===== src/design/sunday_quick_search_matcher_assert.svh =====
// assertion helpers shared by the matcher rtl
`ifndef SUNDAY_QUICK_SEARCH_MATCHER_ASSERT_SVH
`define SUNDAY_QUICK_SEARCH_MATCHER_ASSERT_SVH

// same-cycle implication, disabled while in reset
`define SQS_ASSERT_NOW(label, ante, cons, msg) \
  label: assert property (@(posedge clk) disable iff (!rst_n) (ante) |-> (cons)) \
    else $error(msg);

// next-cycle implication, disabled while in reset
`define SQS_ASSERT_NEXT(label, ante, cons, msg) \
  label: assert property (@(posedge clk) disable iff (!rst_n) (ante) |=> (cons)) \
    else $error(msg);

`endif


===== src/design/sqs_pkg.sv =====
// ----------------------------------------------------------------------------
// sqs_pkg
// shared types and constants of the sunday quick search matcher
// ----------------------------------------------------------------------------
package sqs_pkg;

  localparam int PATTERN_MAX   = 16;
  localparam int ALPHABET_SIZE = 128;
  localparam int PAT_CAP       = (PATTERN_MAX < 16) ? PATTERN_MAX : 16;
  localparam int WIN_DEPTH     = PATTERN_MAX + 1;
  localparam int WIN_IDX_W     = $clog2(WIN_DEPTH);
  localparam int LEN_W         = $clog2(PAT_CAP + 2);
  localparam int CHAR_W        = 7;
  localparam int POS_W         = 32;
  localparam int IN_TDATA_W    = 8;
  localparam int CFG_DATA_W    = 64;
  localparam int CFG_IDX_W     = 2;
  localparam int CFG_LEN_W     = 5;
  localparam int RES_DEPTH     = 4;
  localparam int RES_PTR_W     = $clog2(RES_DEPTH);
  localparam int RES_CNT_W     = $clog2(RES_DEPTH + 1);

  typedef logic [CHAR_W-1:0] char_t;
  typedef logic [LEN_W-1:0]  len_t;
  typedef logic [POS_W-1:0]  pos_t;
  typedef char_t win_t [WIN_DEPTH];
  typedef char_t pat_t [PAT_CAP];

  typedef enum logic [CFG_IDX_W-1:0] {
    REG_PATTERN_LENGTH = 2'd0,
    REG_CHARS_LOW      = 2'd1,
    REG_CHARS_HIGH     = 2'd2
  } cfg_reg_t;

  // verdicts of one evaluation pass
  typedef struct packed {
    logic look_hit;   // window matches at the lookahead alignment
    logic final_hit;  // window matches at the closing alignment
    len_t shift;      // sunday advance for the lookahead char
  } eval_t;

  typedef struct packed {
    logic last;
    pos_t pos;
  } res_t;

  // pattern length 0 acts as 1, anything above capacity as capacity
  function automatic len_t clamp_len(logic [CFG_LEN_W-1:0] v);
    len_t r;
    if (v == '0) begin
      r = len_t'(1);
    end else if (32'(v) > PAT_CAP) begin
      r = len_t'(PAT_CAP);
    end else begin
      r = len_t'(v);
    end
    return r;
  endfunction

endpackage


===== src/design/sqs_eval.sv =====
// ----------------------------------------------------------------------------
// sqs_eval
// parallel window compare and last-occurrence search for one text char
// ----------------------------------------------------------------------------
module sqs_eval (
  input  sqs_pkg::win_t  win,   // window with the new char already at entry 0
  input  sqs_pkg::pat_t  pat,
  input  sqs_pkg::len_t  len,
  input  sqs_pkg::char_t chr,
  output sqs_pkg::eval_t ev
);
  import sqs_pkg::*;

  logic                 look_ok;
  logic                 final_ok;
  logic                 found;
  len_t                 last_j;
  logic [WIN_IDX_W-1:0] idx_look;
  logic [WIN_IDX_W-1:0] idx_final;

  // pattern char j sits at window entry len-j (lookahead) or len-1-j (closing)
  always_comb begin
    look_ok   = 1'b1;
    final_ok  = 1'b1;
    idx_look  = '0;
    idx_final = '0;
    for (int j = 0; j < PAT_CAP; j++) begin
      idx_look  = WIN_IDX_W'(len - len_t'(j));
      idx_final = WIN_IDX_W'(len - len_t'(j) - len_t'(1));
      if (len_t'(j) < len) begin
        if (win[idx_look] != pat[j]) look_ok = 1'b0;
        if (win[idx_final] != pat[j]) final_ok = 1'b0;
      end
    end
  end

  // last occurrence of the lookahead char inside the active pattern
  always_comb begin
    found  = 1'b0;
    last_j = '0;
    for (int j = 0; j < PAT_CAP; j++) begin
      if (len_t'(j) < len && pat[j] == chr) begin
        found  = 1'b1;
        last_j = len_t'(j);
      end
    end
  end

  always_comb begin
    ev.look_hit  = look_ok;
    ev.final_hit = final_ok;
    if (int'(chr) >= ALPHABET_SIZE) begin
      ev.shift = len_t'(1);
    end else if (found) begin
      ev.shift = len - last_j;
    end else begin
      ev.shift = len + len_t'(1);
    end
  end

endmodule


===== src/design/sqs_res_fifo.sv =====
// ----------------------------------------------------------------------------
// sqs_res_fifo
// small queue taking up to two results per cycle, one out per ready cycle
// ----------------------------------------------------------------------------
module sqs_res_fifo (
  input  logic          clk,
  input  logic          rst_n,
  input  logic [1:0]    push_n,   // number of entries written this cycle
  input  sqs_pkg::res_t push_d0,
  input  sqs_pkg::res_t push_d1,
  output logic          room,     // space for two more entries
  output logic          out_valid,
  input  logic          out_ready,
  output sqs_pkg::res_t out_res
);
  import sqs_pkg::*;

  res_t                 mem [RES_DEPTH];
  logic [RES_PTR_W-1:0] wr_ptr_r, wr_ptr_nxt;
  logic [RES_PTR_W-1:0] rd_ptr_r, rd_ptr_nxt;
  logic [RES_CNT_W-1:0] cnt_r, cnt_nxt;
  logic                 pop;

  assign out_valid = (cnt_r != '0);
  assign out_res   = mem[rd_ptr_r];
  assign pop       = out_valid & out_ready;
  assign room      = (cnt_r <= RES_CNT_W'(RES_DEPTH - 2));

  always_comb begin
    wr_ptr_nxt = wr_ptr_r + RES_PTR_W'(push_n);
    rd_ptr_nxt = rd_ptr_r + RES_PTR_W'(pop);
    cnt_nxt    = cnt_r + RES_CNT_W'(push_n) - RES_CNT_W'(pop);
  end

  always_ff @(posedge clk) begin
    if (!rst_n) begin
      wr_ptr_r <= '0;
      rd_ptr_r <= '0;
      cnt_r    <= '0;
    end else begin
      wr_ptr_r <= wr_ptr_nxt;
      rd_ptr_r <= rd_ptr_nxt;
      cnt_r    <= cnt_nxt;
    end
  end

  always_ff @(posedge clk) begin
    if (push_n != 2'd0) mem[wr_ptr_r] <= push_d0;
    if (push_n == 2'd2) mem[wr_ptr_r + RES_PTR_W'(1)] <= push_d1;
  end

endmodule


===== src/design/sunday_quick_search_matcher.sv =====
// a match found on an accepted char is registered into the result queue for out_*
// throughput: one text char per cycle; results leave one per cycle of out_tready
//   through a four-entry result queue, and input stalls only while that queue
//   lacks room for two entries (a char can yield a lookahead and a closing match)
// reset: synchronous active-low rst_n clears window, counters and queue,
//   sets pattern length to 1 and all pattern chars to zero
// ----------------------------------------------------------------------------
// sunday_quick_search_matcher
// streaming sunday quick search: tests alignments as their lookahead char
// arrives and skips ahead by the bad-char shift of that char
// ----------------------------------------------------------------------------
`include "sunday_quick_search_matcher_assert.svh"

module sunday_quick_search_matcher (
  input  logic                            clk,
  input  logic                            rst_n,
  // text input
  input  logic                            in_tvalid,
  output logic                            in_tready,
  input  logic [sqs_pkg::IN_TDATA_W-1:0]  in_tdata,   // [6:0] text_char, [7] zero
  input  logic                            in_tlast,   // end_of_text
  // match results
  output logic                            out_tvalid,
  input  logic                            out_tready,
  output logic [sqs_pkg::POS_W-1:0]       out_tdata,  // [31:0] match_position
  output logic                            out_tlast,  // last_of_run
  // configuration writes
  input  logic                            cfg_we,
  input  logic [sqs_pkg::CFG_IDX_W-1:0]   cfg_index,
  input  logic [sqs_pkg::CFG_DATA_W-1:0]  cfg_data
);
  import sqs_pkg::*;

  // configuration
  len_t  len_r;
  char_t pat_r [PAT_CAP];

  // text state
  char_t win_r [WIN_DEPTH];
  win_t  win_nxt;
  pos_t  count_r, count_nxt;
  pos_t  na_r, na_nxt;          // next alignment to test

  logic  acc;
  char_t chr;
  eval_t ev;
  pos_t  sum;                   // next alignment plus pattern length
  logic  tested;                // this char is the lookahead of the alignment
  logic  final_due;             // closing alignment ends on this char
  logic  look_push;
  logic  fin_push;
  logic  room;
  logic [1:0] push_n;
  res_t  d0, d1;
  res_t  head;

  assign acc = in_tvalid & in_tready;
  assign chr = in_tdata[CHAR_W-1:0];
  assign in_tready = room;

  // window as it looks with the new char shifted in
  always_comb begin
    win_nxt[0] = chr;
    for (int i = 1; i < WIN_DEPTH; i++) begin
      win_nxt[i] = win_r[i-1];
    end
  end

  sqs_eval u_eval (
    .win (win_nxt),
    .pat (pat_r),
    .len (len_r),
    .chr (chr),
    .ev  (ev)
  );

  // once tested, the closing alignment lines up only for a shift of one
  always_comb begin
    sum       = na_r + POS_W'(len_r);
    tested    = (count_r == sum);
    final_due = in_tlast & (tested ? (ev.shift == len_t'(1)) : (count_r + 1 == sum));
    look_push = acc & tested & ev.look_hit;
    fin_push  = acc & final_due & ev.final_hit;
    na_nxt    = tested ? (na_r + POS_W'(ev.shift)) : na_r;
    count_nxt = count_r + 1;
  end

  // compact the results of this char into queue order, last flag on the final one
  always_comb begin
    push_n  = 2'(look_push) + 2'(fin_push);
    d0.pos  = look_push ? na_r : na_nxt;
    d0.last = ~(look_push & fin_push);
    d1.pos  = na_nxt;
    d1.last = 1'b1;
  end

  sqs_res_fifo u_res (
    .clk       (clk),
    .rst_n     (rst_n),
    .push_n    (push_n),
    .push_d0   (d0),
    .push_d1   (d1),
    .room      (room),
    .out_valid (out_tvalid),
    .out_ready (out_tready),
    .out_res   (head)
  );

  assign out_tdata = head.pos;
  assign out_tlast = head.last;

  // configuration registers
  always_ff @(posedge clk) begin
    if (!rst_n) begin
      len_r <= len_t'(1);
      for (int j = 0; j < PAT_CAP; j++) pat_r[j] <= '0;
    end else if (cfg_we) begin
      case (cfg_reg_t'(cfg_index))
        REG_PATTERN_LENGTH: len_r <= clamp_len(cfg_data[CFG_LEN_W-1:0]);
        REG_CHARS_LOW: begin
          for (int j = 0; j < PAT_CAP; j++) begin
            if (j < 8) pat_r[j] <= cfg_data[8*(j%8) +: CHAR_W];
          end
        end
        REG_CHARS_HIGH: begin
          for (int j = 0; j < PAT_CAP; j++) begin
            if (j >= 8) pat_r[j] <= cfg_data[8*(j%8) +: CHAR_W];
          end
        end
        default: ;
      endcase
    end
  end

  // text state, cleared again after the end-of-text char
  always_ff @(posedge clk) begin
    if (!rst_n) begin
      count_r <= '0;
      na_r    <= '0;
      for (int i = 0; i < WIN_DEPTH; i++) win_r[i] <= '0;
    end else if (acc) begin
      if (in_tlast) begin
        count_r <= '0;
        na_r    <= '0;
        for (int i = 0; i < WIN_DEPTH; i++) win_r[i] <= '0;
      end else begin
        count_r <= count_nxt;
        na_r    <= na_nxt;
        for (int i = 0; i < WIN_DEPTH; i++) win_r[i] <= win_nxt[i];
      end
    end
  end

  `SQS_ASSERT_NOW(a_shift_range, tested, (ev.shift != '0) && (ev.shift <= len_r + len_t'(1)), "shift out of range")
  `SQS_ASSERT_NOW(a_push_room, look_push || fin_push, room, "result pushed without queue room")
  `SQS_ASSERT_NEXT(a_restart, acc && in_tlast, (count_r == '0) && (na_r == '0), "no restart after end of text")
  `SQS_ASSERT_NEXT(a_count_step, acc && !in_tlast, count_r == $past(count_r) + 1, "char count did not advance")

endmodule


===== config.mk =====
export PLATFORM = sky130hd
export DESIGN_NAME = sunday_quick_search_matcher
export DESIGN_NICKNAME = d
export VERILOG_FILES = /design/src/design/sqs_pkg.sv /design/src/design/sqs_eval.sv /design/src/design/sqs_res_fifo.sv /design/src/design/sunday_quick_search_matcher.sv
export VERILOG_INCLUDE_DIRS = /design/src /design/src/design
export SDC_FILE = /design/constraint.sdc
export NUM_CORES = 2
export LEC_CHECK = 0
export ABC_AREA = 1
export BUFFER_PORTS_ARGS = -buffer_cell sky130_fd_sc_hd__buf_2
export CAP_MARGIN = 20
export CORE_MARGIN = 3
export CORE_UTILIZATION = 38
export CTS_CLUSTER_SIZE = 24
export DETAILED_ROUTE_END_ITERATION = 12
export GPL_TIMING_DRIVEN = 0
export SYNTH_ARGS = -nofsm -noshare
export SYNTH_HDL_FRONTEND = slang
export SYNTH_HIERARCHICAL = 1
export SYNTH_SLANG_ARGS = --single-unit

===== constraint.sdc =====
create_clock -name clk -period 13.3 [get_ports clk]
set_clock_uncertainty 0.1 [all_clocks]
set_input_delay 0.665 -clock clk [delete_from_list [all_inputs] [get_ports clk]]
set_output_delay 0.665 -clock clk [all_outputs]
set_load 0.01 [all_outputs]

==> results.yml <==
clocking:
  cts_hold_buf: 0
  clock_insertion_delay_worst_skew_ps: 700
  post_cts_resized: 0
  post-cts-setup-buffer-count: 0
  cts-htree-levels: 2
  clk_path_buf_depth: 3
  clock-root-buffer: "sky130_fd_sc_hd__clkbuf_16"
  clkSlewWorstSetupHoldPaths_ps: 60
  cts_tree: "done"
  clk_sink_count: 432
  cts_made_buffers: 52
global_routing:
  global_route_wire_length_before_repair_um: 364300
  track_usage_pct: 44.31
  antenna_found_initial: 22
  grt_max_degree: 71
  number_of_global_route_vias_before_repair: 46870
  grt.overflow.total: 0
placement:
  buffer_ports.inserted: 105
  gp_congestion: 1.099
  placed_cell_area_um2: 45250
  half_perimeter_wire_length_after_placement_um: 220500
  detailedPlace.worstSlack_ps: 3985
power:
  p_seq_share_pct: 32.2
  pwr-share-clk_pct: 29.9
  power.ir.vdd_worst_mv: 0.1188
  static_leak_nw: 20.84
  power_switching_share_pct: 44.34
  internal-power_mw: 2.857
  switching_power_total_mw: 2.276
  logic_gate_share_of_total_power_pct: 37.9
  pwr_density_cell_nw_per_um2: 109.1
finish:
  final_cell_area_um2: 47060
  relative_area_change_from_synthesis_to_final_layout_pct: 10.65
  fin_util_pct: 42.47
  n_fill_cell: 12290
  mostFrequentLayoutCell: "sky130_fd_sc_hd__nand2_1"
  post_route_cells_drive_above_1_share_pct: 7.636
  final_nets: 7576
  leading_cell_types_in_the_layout_fill_and_taps_excluded: "2607 x sky130_fd_sc_hd__nand2_1, 1430 x sky130_fd_sc_hd__nand3_1, 666 x sky130_fd_sc_hd__nor2_1"
drt:
  detailedRoute.firstIterationViolations: 9364
  via_per_inst: 6.046
  antenna_left: 0
  drt_pre_antenna_iters: 9
  route.vias.total: 54350
  avgRoutedWirePerCell_um: 29.83
  wl_um: 268100
  drc_errors: 0
logic_synthesis:
  synth_nets: 7404
  ys_seq_elements: 432
  ys_dominant_reg_cell: "sky130_fd_sc_hd__edfxtp_1"
  yosys.area.top_type_share_pct: 23.01
  muxShareOfSynthArea_pct: 0
  largest_family_of_logic_cells_by_synthesized_area: "simple AND/OR/NAND/NOR gates"
  simple_gate_share_of_the_synthesized_area_pct: 50.05
  synthesis.yosys.warnings: 6
  synth_compound_gate_area_share_pct: 8.413
  synthXorXnorAreaFrac_pct: 4.213
  synthesis.instances: 7279
  synth.avg_cell_area_um2: 5.843
  post_synth_instance_area_um2: 42530
  synth_edf_count: 244
  ys_top_cells_by_area: "sky130_fd_sc_hd__nand2_1 23%, sky130_fd_sc_hd__edfxtp_1 17%, sky130_fd_sc_hd__nand3_1 17%"
  synthDominantAreaCellType: "sky130_fd_sc_hd__nand2_1"
  synth_cell_types: 62
  async_reset_ff_share_pct: 0
  area_share_of_fa_ha_maj_cells_after_synthesis_pct: 1.394
  synth_seq_area_share_pct: 26.08
sta:
  setup-tns-final_ps: 0
  final_period_utilization_pct: 75.52
  finalHoldViolCount: 0
  grt_setup_unrepaired: "no"
  fmax_mhz: 99.56
  timing.final.setup_violations: 0
  max_slew.worst_pin.slew_ps: 1275
  timing.slew.headroom_pct: 15.02
  final.setup.worst_slack_ps: 3256
  fin_worst_hold_slack_ps: 105.7
  period_minus_slack_ps: 10040
  slew_violations: 0
worst_setup_path:
  worst_setup_path_end_kind: "register"
  crit_required_ps: 13740
  slowest_stage: "sky130_fd_sc_hd__buf_1"
  worst_ep_arrival_time_ps: 10480
  worst-setup-path-type: "reg2reg"
  critical_path.startpoint_type: "register"
  cp_max_fo: 16
  critical_path.most_common_cell: "sky130_fd_sc_hd__nand2_1"
  cpPeakStageDelay_ps: 930
die:
  placement_rows: 122
  die_width_um: 340.6
  core_area_um2: 110800
  dieArea_um2: 116000
  floorplan.io_pins: 115
  floorplan.initialDensity_pct: 38.38
  die_y_um: 340.6
min_path:
  worst_min_path_class: "in2reg"
run_status:
  run_status: "finished clean"
job:
  drv_cap: 0
[cells in the mapped netlist (45+ instances only)]
cell type,count
sky130_fd_sc_hd__o21ai_1,185
sky130_fd_sc_hd__inv_1,547
sky130_fd_sc_hd__o22ai_1,45
sky130_fd_sc_hd__dfxtp_1,188
sky130_fd_sc_hd__nand2_1,2607
sky130_fd_sc_hd__xnor2_1,60
sky130_fd_sc_hd__nor3_1,75
sky130_fd_sc_hd__edfxtp_1,244
sky130_fd_sc_hd__nor2_1,666
sky130_fd_sc_hd__nand3_1,1430
sky130_fd_sc_hd__buf_2,130
sky130_fd_sc_hd__xor2_1,119
sky130_fd_sc_hd__a21oi_1,74
sky130_fd_sc_hd__clkbuf_1,139
sky130_fd_sc_hd__nand4_1,90
sky130_fd_sc_hd__o21ai_0,290
[final timing paths]
check | start | endpoint | slack (ps) | cells after the start
setup / recovery | len_r[1] | u_res/mem[3][28] | 3260 | 39
hold / removal | cfg_data[27] | pat_r[31] | 110 | 3
setup reg to reg | len_r[1] | u_res/mem[3][28] | 3260 | 39
hold reg to reg | count_r[14] | count_r[14] | 400 | 2
[cell type report]
cell class / count / area (µm²) / area share (%)
tap: 1488 / 1862 / 3.956
sequential: 432 / 11090 / 23.56
inverter: 596 / 2245 / 4.769
buffer: 369 / 1947 / 4.137
clock inverter: 23 / 362.8 / 0.7710
multi-input combinational: 5882 / 27310 / 58.03
antenna: 11 / 27.53 / 0.05849
clock buffer: 71 / 1424 / 3.025
timing repair buffer: 118 / 795.8 / 1.691
[registers in the layout, summed over array words and instances (netlist names)]
signal,flops
u_res/mem,132
len_r,5
u_res/cnt_r,3
na_r,32
count_r,32
u_res/wr_ptr_r,2
pat_r,112
u_res/rd_ptr_r,2
win_r,112
[power by group through the flow]
stage                     combinational [mW]  clock (mW)  sequential [mW]
final                                   1.95        1.53             1.65
after global routing                    2.03        1.59             1.65
after CTS                               1.84        1.55             1.64
after detailed placement                1.83           0             1.67
after global placement                  1.82           0             1.68
after floorplan                         1.06           0             1.58
[worst max-delay path, delay by kind of cell, from the launching register on]
| family | cells | cell delay, ps |
|---|---|---|
| AOI/OAI and AO/OA | 6 | 2430 |
| adders and majority gates | 4 | 1570 |
| buffers and inverters | 6 | 1770 |
| DFF | 1 | 540 |
| and+or+nand+nor | 23 | 3460 |
[layer usage]
metal  GRT usage (%)  part of all wire [%]  up-vias
li1                -                     -    24180
met1           63.02                    41    25550
met2           59.72                    38     4002
met3           14.95                    15      616
met4           20.01                   5.6       10
met5               0                 0.025        -
[metrics by stage]
stage	power, mW	std cells
after floorplan	2.643	7279
after CTS	5.030	8979
after detailed placement	3.502	8885
after global routing	5.273	8985
final	5.134	8990
after global placement	3.500	8872
[cell families (layout without fill, tap and decap cells)]
family                   after synthesis  after routing
AND/OR/NAND/NOR                     4983           4983
buffers and inverters                965           1177
AO/OA/AOI/OAI                        663            663
flip-flops                           432            432
XOR/XNOR                             190            190
adder cells (fa/ha/maj)               45             45
other                                  1             12
Power figures use the tool's default switching activity.
